**config.mk**
```make
export PLATFORM = sky130hd
export DESIGN_NAME = ps2_mouse_device_engine
export DESIGN_NICKNAME = d
export VERILOG_FILES = /design/src/design/ps2me_pkg.sv /design/src/design/ps2me_front.sv /design/src/design/ps2me_queue.sv /design/src/design/ps2me_back.sv /design/src/design/ps2_mouse_device_engine.sv
export VERILOG_INCLUDE_DIRS = /design/src /design/src/design
export SDC_FILE = /design/constraint.sdc
export NUM_CORES = 1
export LEC_CHECK = 0
export BUFFER_PORTS_ARGS = -buffer_cell sky130_fd_sc_hd__buf_2
export CORE_MARGIN = 1
export CORE_UTILIZATION = 61
export CTS_BUF_LIST = sky130_fd_sc_hd__clkbuf_16
export CTS_CLUSTER_DIAMETER = 30
export CTS_CLUSTER_SIZE = 24
export DETAILED_ROUTE_END_ITERATION = 7
export PLACE_DENSITY = 0.89
export SETUP_SLACK_MARGIN = 0.05
export SYNTH_ARGS = -nofsm -noshare
export SYNTH_HDL_FRONTEND = slang
export SYNTH_HIERARCHICAL = 1
export SYNTH_SLANG_ARGS = --single-unit
```
**constraint.sdc**
```tcl
create_clock -name clk -period 4.17 [get_ports clk]
set_input_delay 0.6255 -clock clk [delete_from_list [all_inputs] [get_ports clk]]
set_output_delay 0.6255 -clock clk [all_outputs]
set_load 0.01 [all_outputs]
```
**src/design/ps2_mouse_device_engine_assert.svh**
```systemverilog
// ---------------------------------------------------------------------------
// ps2_mouse_device_engine_assert.svh
// Assertion macros shared by the PS/2 mouse device engine modules
// ---------------------------------------------------------------------------
`ifndef PS2_MOUSE_DEVICE_ENGINE_ASSERT_SVH
`define PS2_MOUSE_DEVICE_ENGINE_ASSERT_SVH

// same-cycle implication, sampled on clk, quiet during reset
`define PS2ME_ASSERT_NOW(lbl, ante, cons, msg) \
    lbl: assert property (@(posedge clk) disable iff (!rst_n) (ante) |-> (cons)) \
        else $error(msg);

// next-cycle implication, sampled on clk, quiet during reset
`define PS2ME_ASSERT_NEXT(lbl, ante, cons, msg) \
    lbl: assert property (@(posedge clk) disable iff (!rst_n) (ante) |=> (cons)) \
        else $error(msg);

`endif

```
**src/design/ps2me_pkg.sv**
```systemverilog
// ---------------------------------------------------------------------------
// ps2me_pkg
// Types, codes and constants of the PS/2 mouse device engine
// ---------------------------------------------------------------------------
package ps2me_pkg;

    // host command codes
    localparam logic [7:0] CMD_RESET      = 8'hFF;
    localparam logic [7:0] CMD_RESEND     = 8'hFE;
    localparam logic [7:0] CMD_GET_ID     = 8'hF2;
    localparam logic [7:0] CMD_STATUS     = 8'hE9;
    localparam logic [7:0] CMD_ENABLE     = 8'hF4;
    localparam logic [7:0] CMD_SET_RES    = 8'hE8;
    localparam logic [7:0] CMD_SET_RATE   = 8'hF3;
    localparam logic [7:0] CMD_NULL       = 8'h00;

    // reply bytes
    localparam logic [7:0] ACK_BYTE       = 8'hFA;
    localparam logic [7:0] BAT_OK_BYTE    = 8'hAA;
    localparam logic [7:0] STATUS_RES     = 8'h02;
    localparam logic [7:0] STATUS_RATE    = 8'h64;

    // mouse modes, also the device id
    localparam logic [2:0] MODE_GENERIC   = 3'd0;
    localparam logic [2:0] MODE_WHEEL     = 3'd3;
    localparam logic [2:0] MODE_FIVE      = 3'd4;

    // operation codes
    localparam logic OP_HOST  = 1'b0;
    localparam logic OP_EVENT = 1'b1;

    // event kinds
    localparam logic [1:0] EV_PRESS   = 2'd0;
    localparam logic [1:0] EV_RELEASE = 2'd1;
    localparam logic [1:0] EV_MOTION  = 2'd2;
    localparam logic [1:0] EV_OTHER   = 2'd3;

    // button codes
    localparam logic [2:0] BTN_NONE    = 3'd0;
    localparam logic [2:0] BTN_LEFT    = 3'd1;
    localparam logic [2:0] BTN_RIGHT   = 3'd2;
    localparam logic [2:0] BTN_MIDDLE  = 3'd3;
    localparam logic [2:0] BTN_BACK    = 3'd4;
    localparam logic [2:0] BTN_FORWARD = 3'd5;

    // packet bits
    localparam logic [7:0] PKT_BASE    = 8'b0000_1000;
    localparam logic [7:0] PKT_X_NEG   = 8'b0001_1000;
    localparam logic [7:0] PKT_Y_NEG   = 8'b0010_1000;
    localparam logic [7:0] PKT_LEFT    = 8'b0000_0001;
    localparam logic [7:0] PKT_RIGHT   = 8'b0000_0010;
    localparam logic [7:0] PKT_MIDDLE  = 8'b0000_0100;
    localparam logic [7:0] WHEEL_UP    = 8'h01;
    localparam logic [7:0] WHEEL_DOWN  = 8'hFF;
    localparam logic [7:0] WHEEL_NONE  = 8'h00;

    // history depth and knock sequences, index 0 is the oldest byte
    localparam int HIST_DEPTH = 6;
    localparam logic [HIST_DEPTH-1:0][7:0] KNOCK_WHEEL =
        {8'h50, 8'hF3, 8'h64, 8'hF3, 8'hC8, 8'hF3};
    localparam logic [HIST_DEPTH-1:0][7:0] KNOCK_FIVE =
        {8'h50, 8'hF3, 8'hC8, 8'hF3, 8'hC8, 8'hF3};

    // reply record passed from front to back
    localparam int REPLY_MAX = 4;
    typedef struct packed {
        logic [REPLY_MAX-1:0][7:0] data;      // data[0] goes out first
        logic [1:0]                last_idx;  // index of the final byte
    } reply_t;

    // default queue depth
    localparam int QUEUE_DEPTH_DEF = 2;

endpackage

```
**src/design/ps2me_front.sv**
```systemverilog
// ---------------------------------------------------------------------------
// ps2me_front
// Accepts items, keeps device state and builds the reply record
// ---------------------------------------------------------------------------
module ps2me_front (
    input  logic                  clk,
    input  logic                  rst_n,
    input  logic                  in_valid,
    output logic                  in_stall,
    input  logic                  operation,
    input  logic [7:0]            cmd_byte,
    input  logic [1:0]            event_kind,
    input  logic [2:0]            button,
    input  logic signed [8:0]     delta_x,
    input  logic signed [8:0]     delta_y,
    input  logic                  queue_full,
    output logic                  push,
    output ps2me_pkg::reply_t     push_reply
);
    import ps2me_pkg::*;

    logic [HIST_DEPTH-1:0][7:0] hist_reg, hist_next;
    logic [2:0] mode_reg, mode_next;
    logic       enabled_reg, enabled_next;
    logic       init_reg, init_next;
    logic       await_reg, await_next;

    logic       accept;
    logic       has_reply;
    logic       hist_shift;
    reply_t     reply;
    logic [7:0] status_byte;
    logic [7:0] wheel_byte;

    assign in_stall = queue_full;
    assign accept   = in_valid && !queue_full;

    // packet status and wheel bytes
    always_comb
    begin
        status_byte = PKT_BASE;
        wheel_byte  = WHEEL_NONE;
        if (delta_x[8])
        begin
            status_byte = status_byte | PKT_X_NEG;
        end
        if (delta_y[8])
        begin
            status_byte = status_byte | PKT_Y_NEG;
        end
        if (event_kind == EV_PRESS)
        begin
            case (button)
                BTN_LEFT:    status_byte = status_byte | PKT_LEFT;
                BTN_RIGHT:   status_byte = status_byte | PKT_RIGHT;
                BTN_MIDDLE:  status_byte = status_byte | PKT_MIDDLE;
                BTN_FORWARD: wheel_byte  = WHEEL_UP;
                BTN_BACK:    wheel_byte  = WHEEL_DOWN;
                default:     wheel_byte  = WHEEL_NONE;
            endcase
        end
    end

    // classify the item and work out the reply and next state
    always_comb
    begin
        hist_next    = hist_reg;
        mode_next    = mode_reg;
        enabled_next = enabled_reg;
        init_next    = init_reg;
        await_next   = await_reg;
        has_reply    = 1'b0;
        hist_shift   = 1'b0;
        reply.data   = '0;
        reply.last_idx = 2'd0;

        if (operation == OP_HOST)
        begin
            has_reply     = 1'b1;
            hist_shift    = 1'b1;
            reply.data[0] = ACK_BYTE;
            if (cmd_byte == CMD_RESET || cmd_byte == CMD_RESEND)
            begin
                mode_next      = MODE_GENERIC;
                enabled_next   = 1'b0;
                init_next      = 1'b1;
                reply.data[1]  = BAT_OK_BYTE;
                reply.data[2]  = {5'd0, MODE_GENERIC};
                reply.last_idx = 2'd2;
            end
            else if (cmd_byte == CMD_GET_ID)
            begin
                reply.last_idx = 2'd1;
                if (hist_reg == KNOCK_WHEEL)
                begin
                    mode_next     = MODE_WHEEL;
                    reply.data[1] = {5'd0, MODE_WHEEL};
                end
                else if (hist_reg == KNOCK_FIVE)
                begin
                    mode_next     = MODE_FIVE;
                    reply.data[1] = {5'd0, MODE_FIVE};
                end
                else
                begin
                    reply.data[1] = {5'd0, MODE_GENERIC};
                end
            end
            else if (cmd_byte == CMD_STATUS)
            begin
                reply.data[1]  = {5'd0, mode_reg};
                reply.data[2]  = STATUS_RES;
                reply.data[3]  = STATUS_RATE;
                reply.last_idx = 2'd3;
            end
            else if (cmd_byte == CMD_ENABLE)
            begin
                enabled_next = 1'b1;
            end
            else if (cmd_byte == CMD_SET_RES || cmd_byte == CMD_SET_RATE)
            begin
                await_next = 1'b1;
            end
            else if (await_reg)
            begin
                await_next = 1'b0;
            end
            else if (cmd_byte == CMD_NULL)
            begin
                // stray zero byte: silently dropped
                has_reply  = 1'b0;
                hist_shift = 1'b0;
            end
            if (hist_shift)
            begin
                hist_next = {cmd_byte, hist_reg[HIST_DEPTH-1:1]};
            end
        end
        else
        begin
            reply.data[0] = status_byte;
            reply.data[1] = delta_x[7:0];
            reply.data[2] = delta_y[7:0];
            reply.data[3] = wheel_byte;
            reply.last_idx = (mode_reg != MODE_GENERIC) ? 2'd3 : 2'd2;
            has_reply = (event_kind != EV_OTHER) && init_reg && enabled_reg;
        end
    end

    assign push       = accept && has_reply;
    assign push_reply = reply;

    // device state
    always_ff @(posedge clk or negedge rst_n)
    begin
        if (!rst_n)
        begin
            hist_reg    <= '0;
            mode_reg    <= MODE_GENERIC;
            enabled_reg <= 1'b0;
            init_reg    <= 1'b0;
            await_reg   <= 1'b0;
        end
        else if (accept)
        begin
            hist_reg    <= hist_next;
            mode_reg    <= mode_next;
            enabled_reg <= enabled_next;
            init_reg    <= init_next;
            await_reg   <= await_next;
        end
    end

endmodule

```
**src/design/ps2me_queue.sv**
```systemverilog
// ---------------------------------------------------------------------------
// ps2me_queue
// Short queue of reply records between front and back
// ---------------------------------------------------------------------------
module ps2me_queue #(
    parameter int DEPTH = ps2me_pkg::QUEUE_DEPTH_DEF
) (
    input  logic                  clk,
    input  logic                  rst_n,
    input  logic                  push,
    input  ps2me_pkg::reply_t     push_reply,
    output logic                  full,
    input  logic                  pop,
    output logic                  head_valid,
    output ps2me_pkg::reply_t     head_reply
);
    import ps2me_pkg::*;

    localparam int PTR_W = (DEPTH > 1) ? $clog2(DEPTH) : 1;
    localparam int CNT_W = $clog2(DEPTH + 1);
    localparam logic [PTR_W-1:0] PTR_LAST = PTR_W'(DEPTH - 1);
    localparam logic [CNT_W-1:0] CNT_FULL = CNT_W'(DEPTH);

    reply_t           slot_reg [DEPTH];
    logic [PTR_W-1:0] wr_ptr_reg, wr_ptr_next;
    logic [PTR_W-1:0] rd_ptr_reg, rd_ptr_next;
    logic [CNT_W-1:0] count_reg, count_next;

    assign full       = (count_reg == CNT_FULL);
    assign head_valid = (count_reg != '0);
    assign head_reply = slot_reg[rd_ptr_reg];

    // pointer and fill count
    always_comb
    begin
        wr_ptr_next = wr_ptr_reg;
        rd_ptr_next = rd_ptr_reg;
        count_next  = count_reg;
        if (push)
        begin
            wr_ptr_next = (wr_ptr_reg == PTR_LAST) ? '0 : wr_ptr_reg + 1'b1;
        end
        if (pop)
        begin
            rd_ptr_next = (rd_ptr_reg == PTR_LAST) ? '0 : rd_ptr_reg + 1'b1;
        end
        case ({push, pop})
            2'b10:   count_next = count_reg + 1'b1;
            2'b01:   count_next = count_reg - 1'b1;
            default: count_next = count_reg;
        endcase
    end

    always_ff @(posedge clk or negedge rst_n)
    begin
        if (!rst_n)
        begin
            wr_ptr_reg <= '0;
            rd_ptr_reg <= '0;
            count_reg  <= '0;
        end
        else
        begin
            wr_ptr_reg <= wr_ptr_next;
            rd_ptr_reg <= rd_ptr_next;
            count_reg  <= count_next;
        end
    end

    // record storage
    always_ff @(posedge clk)
    begin
        if (push)
        begin
            slot_reg[wr_ptr_reg] <= push_reply;
        end
    end

`include "ps2_mouse_device_engine_assert.svh"

    `PS2ME_ASSERT_NOW(a_no_push_full, full, !push, "queue: push while full")
    `PS2ME_ASSERT_NOW(a_count_range, 1'b1, count_reg <= CNT_FULL, "queue: count overflow")
    `PS2ME_ASSERT_NEXT(a_pop_drops, pop && !push, count_reg == $past(count_reg) - 1'b1,
        "queue: pop did not drop count")

endmodule

```
**src/design/ps2me_back.sv**
```systemverilog
// ---------------------------------------------------------------------------
// ps2me_back
// Sends the bytes of each reply record out one byte per cycle while out_stall is low
// ---------------------------------------------------------------------------
module ps2me_back (
    input  logic                  clk,
    input  logic                  rst_n,
    input  logic                  head_valid,
    input  ps2me_pkg::reply_t     head_reply,
    output logic                  pop,
    output logic                  out_valid,
    input  logic                  out_stall,
    output logic [7:0]            tx_byte,
    output logic                  last_byte
);
    import ps2me_pkg::*;

    reply_t     cur_reg;
    logic [1:0] idx_reg, idx_next;
    logic       busy_reg, busy_next;
    logic       out_fire;
    logic       at_last;

    assign out_valid = busy_reg;
    assign at_last   = (idx_reg == cur_reg.last_idx);
    assign tx_byte   = cur_reg.data[idx_reg];
    assign last_byte = at_last;
    assign out_fire  = busy_reg && !out_stall;

    // take the next record when idle or when the final byte leaves
    assign pop = head_valid && (!busy_reg || (out_fire && at_last));

    always_comb
    begin
        idx_next  = idx_reg;
        busy_next = busy_reg;
        if (pop)
        begin
            idx_next  = 2'd0;
            busy_next = 1'b1;
        end
        else if (out_fire)
        begin
            if (at_last)
            begin
                busy_next = 1'b0;
            end
            else
            begin
                idx_next = idx_reg + 1'b1;
            end
        end
    end

    always_ff @(posedge clk or negedge rst_n)
    begin
        if (!rst_n)
        begin
            idx_reg  <= 2'd0;
            busy_reg <= 1'b0;
        end
        else
        begin
            idx_reg  <= idx_next;
            busy_reg <= busy_next;
        end
    end

    always_ff @(posedge clk)
    begin
        if (pop)
        begin
            cur_reg <= head_reply;
        end
    end

`include "ps2_mouse_device_engine_assert.svh"

    `PS2ME_ASSERT_NOW(a_pop_has_head, pop, head_valid, "back: pop from empty queue")
    `PS2ME_ASSERT_NOW(a_idx_bound, busy_reg, idx_reg <= cur_reg.last_idx,
        "back: byte index past end of record")
    `PS2ME_ASSERT_NEXT(a_goes_idle, out_fire && at_last && !head_valid, !busy_reg,
        "back: still busy after final byte")

endmodule

```
**src/design/ps2_mouse_device_engine.sv**
```systemverilog
// ---------------------------------------------------------------------------
// ps2_mouse_device_engine
// PS/2 mouse device side with wheel and five-button extensions
//
//   channel  | handshake           | payload
//   ---------+---------------------+----------------------------------------
//   in       | in_valid / in_stall | operation cmd_byte event_kind button
//            |                     | delta_x delta_y batch_end
//   out      | out_valid/out_stall | tx_byte last_byte
//
// An accepted item yields zero to four bytes; the back end sends one byte a
// cycle while out_stall is low.
// The front takes an item each cycle while the reply queue has room.
// Reset clears the command history, mode and flags at once; no sweep.
// A stall on out backs up the queue, then holds in_stall high.
// ---------------------------------------------------------------------------
module ps2_mouse_device_engine #(
    parameter int QUEUE_DEPTH = ps2me_pkg::QUEUE_DEPTH_DEF
) (
    input  logic              clk,
    input  logic              rst_n,
    input  logic              in_valid,
    output logic              in_stall,
    input  logic              operation,
    input  logic [7:0]        cmd_byte,
    input  logic [1:0]        event_kind,
    input  logic [2:0]        button,
    input  logic signed [8:0] delta_x,
    input  logic signed [8:0] delta_y,
    input  logic              batch_end,
    output logic              out_valid,
    input  logic              out_stall,
    output logic [7:0]        tx_byte,
    output logic              last_byte
);
    import ps2me_pkg::*;

    logic   queue_full;
    logic   push;
    reply_t push_reply;
    logic   pop;
    logic   head_valid;
    reply_t head_reply;
    logic   batch_end_unused;

    // batch marker carries no meaning for the replies
    assign batch_end_unused = batch_end;

    ps2me_front u_front (
        .clk        (clk),
        .rst_n      (rst_n),
        .in_valid   (in_valid),
        .in_stall   (in_stall),
        .operation  (operation),
        .cmd_byte   (cmd_byte),
        .event_kind (event_kind),
        .button     (button),
        .delta_x    (delta_x),
        .delta_y    (delta_y),
        .queue_full (queue_full),
        .push       (push),
        .push_reply (push_reply)
    );

    ps2me_queue #(
        .DEPTH (QUEUE_DEPTH)
    ) u_queue (
        .clk        (clk),
        .rst_n      (rst_n),
        .push       (push),
        .push_reply (push_reply),
        .full       (queue_full),
        .pop        (pop),
        .head_valid (head_valid),
        .head_reply (head_reply)
    );

    ps2me_back u_back (
        .clk        (clk),
        .rst_n      (rst_n),
        .head_valid (head_valid),
        .head_reply (head_reply),
        .pop        (pop),
        .out_valid  (out_valid),
        .out_stall  (out_stall),
        .tx_byte    (tx_byte),
        .last_byte  (last_byte)
    );

endmodule

```
### After elaboration in Yosys (flattened, before gate mapping)

Memory sizes are Yosys's and may differ from the RTL's. A register that Yosys moved wholly into a read port is not among the register bits.
Index checks and enable logic that the tools add are counted.

* register bits after elaboration: 61
* bits in writable memories: 68
* memories: 1
* input port bits: 37
* word-level logic and storage cells: 128
* latch bits: 0
* output and inout bits: 11
* memory bits (read-only): 0

Memory list
* u_queue.slot_reg: depth 2, bits a word 34, rd ports 1, clocked after memory_dff 1, wr ports 1, line ps2me_queue.sv:24 `reply_t slot_reg [DEPTH];`

* divide/modulo/power cells: 0
* $add $sub $neg: 5
* eq/ne operators: 22
* reduce and logical (&&, ||, !) cells: 30
* bitwise operators: 5
* shift-type cells: 0
* magnitude comparators: 1
* $mul: 0
* multiplexer cells: 49

Operator list (number)
* equality test 48 x 47 -> 1 bit, second input constant: 2
* equality test 8 bit, second input constant: 7
* 2-to-1 mux 8 bit: 5
* 2-to-1 mux 34 bit: 1
* 2-to-1 mux 16 bit: 2
* 2-to-1 mux 23 bit: 1
* 2-to-1 mux 1 bit: 22
* 2-to-1 mux 3 bit: 6
* binary-select mux 8 bit (select 2 bit): 1
* case mux 8 bit (2 select lines): 1
* 2-to-1 mux 2 bit: 6
* nonzero test 2 bit: 6
* case mux 3 bit (3 select lines): 1
* logical NOT 8 bit: 1
* logical AND 1 bit: 7
* equality test 3 x 2 -> 1 bit, second input constant: 2
* equality test 3 bit, second input constant: 2
* 2-to-1 mux 6 bit: 1
* AND reduction 3 bit: 2
* AND reduction 6 bit: 1
* nonzero test 3 bit: 2
* 2-to-1 mux 5 bit: 1
* NOT 1 bit: 5
* AND reduction 5 bit: 1
* other kinds (16): 26

### Logic depth before layout (Yosys ltp)

* depth in word-level cells: 12
* gate-level depth with buffers: 11
* mapped depth without buffers: 9

### Hierarchy

The synthesis kept the hierarchy.

Modules (own cells, without submodules)
* ps2me_queue: cells each 122, area an instance 2791.4 sq um, instances 1, sequential area each 2142.1 sq um
* ps2me_front: cells each 221, area an instance 2746.4 sq um, instances 1, sequential area each 1326.3 sq um
* ps2me_back: cells each 64, area an instance 1411.4 sq um, instances 1, sequential area each 1096.1 sq um

### Worst setup path before layout

Ideal clock, no wire load.

* path type: in2reg
* from: input port operation
* to: memory u_queue/slot_reg[0][0] (netlist bit), enable pin
* path slack: 0.528 ns
* data arrival time: 3.217 ns
* setup time: 0.425 ns
* required time: 3.745 ns
* stages on the path: 7
* cells stage by stage: or3b_1 -> a31oi_2 -> buf_6 -> buf_6 -> a41o_1 -> inv_1 -> nor2_1

* word-level cells in the longest chain between the ends: 4

RTL lines
* start, declared: line ps2_mouse_device_engine.sv:24 `input logic operation,`
* 2-to-1 mux 1 bit: line ps2me_front.sv:77 `if (operation == OP_HOST)`
* logical AND 1 bit: line ps2me_front.sv:150 `assign push = accept && has_reply;`
* via push: line ps2_mouse_device_engine.sv:39 `logic push;`
* 2-to-1 mux 1 bit: line ps2me_queue.sv:73 `if (push)`
* 2-to-1 mux 1 bit (not written as such): line ps2me_queue.sv:75 `slot_reg[wr_ptr_reg] <= push_reply;`
* end, declared: line ps2me_queue.sv:24

The timed path passes the listed nets, and every way through them passes these cells.

### Worst setup path in the final report

* from: register u_back.idx_reg[0]
* to: register u_queue.count_reg[1]

* word-level cells in the longest chain between the ends: 6
* elaborated cells on any way between the ends: 8

RTL lines
* start, declared: line ps2me_back.sv:19 `logic [1:0] idx_reg, idx_next;`
* start signal, assigned: line ps2me_back.sv:64 `idx_reg <= idx_next;`
* equality test 2 bit *: line ps2me_back.sv:25 `assign at_last = (idx_reg == cur_reg.last_idx);`
* logical AND 1 bit *: line ps2me_back.sv:31 `assign pop = head_valid && (!busy_reg || (out_fire && at_last));`
* logical OR 1 bit *: line ps2me_back.sv:31
* logical AND 1 bit *: line ps2me_back.sv:31
* via pop: line ps2_mouse_device_engine.sv:41 `logic pop;`
* equality test 2 x 1 -> 1 bit or equality test 2 bit (tied branches): line ps2me_queue.sv:47 `case ({push, pop})`
* case mux 2 bit (2 select lines) or nonzero test 2 bit (tied branches)
* end signal, assigned: line ps2me_queue.sv:66 `count_reg <= count_next;`
* end, declared: line ps2me_queue.sv:27 `logic [CNT_W-1:0] count_reg, count_next;`

Mark *: on every way through the listed nets, which the timed path passes. The rest lies on a longest branch.
A chain may end at the register's enable or synchronous reset.

==> flow_summary.ini <==
[status]
status = complete, no violations

[global_routing]
grt_pass1_wl_mm = 21.7
antenna_found_initial = 0
grt_overflow = 0
grtUsageTotal_pct = 25.6
grt_max_degree = 61
grt_pass1_vias = 4014

[cts]
cts_setup_buffers = 0
cts.repair.resized = 0
tritoncts = done
clk_latency_ns = 0.42
clk_pin_slew_worst_paths_ns = 0.06
clockBufferDepth = 2
cts_hold_buf = 0
root_buffer = clkbuf_16
cts_buffers = 17
htree_num_levels = 4
clock_sinks = 162

[timing]
worst_pin_slew_ns = 1.11
finalMaxSlewViolations = 0
rsz0062_at_grt = false
fmax_ghz = 0.333
post-route-min-period_ns = 3.01
tns_ns = 0
finalWorstSetupSlack_ns = 1.17
hold_viol_final = 0
fin_skew_ns = 0.00432
slew_headroom_pct = 26.3
setup_violations = 0
post-route-period-util_pct = 72.1
hold_ws_ns = 0.359

[synthesis]
synth_edf_count = 102
ys_warn_count = 6
synth_cell_types = 58
ys_top_cells_by_count = edfxtp_1, dfrtp_1, mux2_2
netlist_area_um2 = 6950
yosysSeqAreaShare_pct = 65.7
synth-main-ff-cell = edfxtp_1
async_flop_share_pct = 37.0
synth_nets = 445
yosysMostFrequentCell = edfxtp_1
synthCells = 407
syn_area_per_cell_um2 = 17.1
ys_ff_latch = 162
synth_top_cell_area_share_pct = 44.1
synth.largest_area_cell = edfxtp_1
synth_area_leaders = edfxtp_1, dfrtp_1, mux2_2, mux2_4, mux4_2

[die]
die_w_um = 109
start_util_pct = 63.3
die_h_um = 109
core_area_um2 = 11000
die_area_um2 = 11800
io-pin-count = 48
fp-row-count = 38

[detailed_routing]
drt_wl_total_mm = 13.6
first_pass_iters = 5
viasPerCell = 6.21
avgRoutedWirePerCell_um = 22.3
antenna_left = 0
drc = 0
dr_total_vias = 3784
drtIter0Drc = 343

[layout]
final_nets = 494
syn2layout_area_growth_pct = 11.8
final_cells = 609
largest_reg_flops = 68
antennaDiodeCount = 0
drive_above_1_share_pct = 40.3

[place]
place_ws_ns = 0.974
hpwl_mm = 8.09
port_buffers = 46
place.gp.congestion = 0.854
dp_cells = 577

[pwr]
finalPower_mw = 5.43
leakage_nw = 3.02
power_density_nw_per_um2 = 698
vdd_ir_drop_max_mv = 0.425

[critical_path]
path_max_fanout = 18
setup.worst_path.start_class = flop
cp.required_ns = 4.51
slowest_delay_ns = 0.83
crit_chain = xor2_1, o31ai_2, and2_1, ha_1, nor2_1, xor2_1
end_kind = flop
crit_arrival_ns = 3.34
cp_common_cell = xor2_1
cp_slowest_cell = dfrtp_1
critPathKind = flop to flop

[hold_path]
hold_class = input port to async pin

[job]
cap_viol_max_count = 0
-- report_power, final --
group / total (mW) / internal, mW / switching [mW] / leakage (nW)
clock: 1.47 / 0.825 / 0.647 / 0.263
combinational: 1.26 / 0.727 / 0.530 / 1.10
sequential: 2.70 / 2.25 / 0.444 / 1.66
total: 5.43 / 3.81 / 1.62 / 3.02
-- kinds of logic after synthesis --
logic type	synth area share, %
flip-flops	65.7
multiplexers	17.8
AND/OR/NAND/NOR	9.25
buffers and inverters	3.33
AO/OA/AOI/OAI	2.86
XOR/XNOR	0.882
adder cells (fa/ha/maj)	0.180
other	0.0540
-- per-stage QoR --
step	cell area, um2	util [%]
final	7770	70.8
after detailed placement	7210	65.7
after floorplan	6950	-
after global routing	7770	70.8
after CTS	7770	70.8
after global placement	7210	65.7
-- cell usage in the layout, fill, tap and decap left out, types with 6 or more instances in the layout --
| cell type | n |
|---|---|
| a21oi_1 | 6 |
| and2_1 | 11 |
| buf_2 | 46 |
| buf_4 | 7 |
| clkbuf_16 | 17 |
| dfrtp_1 | 59 |
| edfxtp_1 | 102 |
| inv_1 | 8 |
| mux2_2 | 54 |
| mux2_4 | 29 |
| mux4_2 | 8 |
| nand2_1 | 7 |
| nand3_1 | 7 |
| nand4b_1 | 6 |
| nor2_1 | 11 |
| nor3_1 | 7 |
-- per-layer routing --
| metal | GRT usage [%] | wire length [um] | vias up |
|---|---|---|---|
| met2 | 41.7 | 6940 | 174 |
| met3 | 6.52 | 747 | 31 |
| met4 | 9.85 | 258 | 0 |
| met5 | 0 | 0 | - |
| li1 | - | - | 1652 |
| met1 | 33.4 | 5660 | 1927 |
-- critical path, delay by kind of cell, from the launching register on --
kind,cells,cell delay (ns)
compound gates,1,0.36
xor+xnor,2,0.44
fa+ha+maj,1,0.40
flops,1,0.83
simple gates,2,0.88
-- final timing paths --
check / start / endpoint / slack, ns / cells past startpoint
max in group asynchronous: rst_n / u_queue/rd_ptr_reg / 3.27 / 2
hold reg to reg: u_front/init_reg / u_front/init_reg / 0.48 / 1
hold / removal: rst_n / u_front/hist_reg[30] / 0.36 / 2
setup reg to reg: u_back/idx_reg[0] / u_queue/count_reg[1] / 1.17 / 6
min in group clk: u_front/init_reg / u_front/init_reg / 0.48 / 1
setup / recovery: u_back/idx_reg[0] / u_queue/count_reg[1] / 1.17 / 6
-- final cells by class --
| type | instances | area [um2] |
|---|---|---|
| fillers | 622 | 3210 |
| repair buffers | 53 | 283 |
| flip-flops and latches | 162 | 4570 |
| multi-input cells | 216 | 2160 |
| well taps | 140 | 175 |
| clock inverters | 15 | 135 |
| clock buffers | 17 | 425 |
| inverters | 6 | 22.5 |
Power figures use the tool's default switching activity.
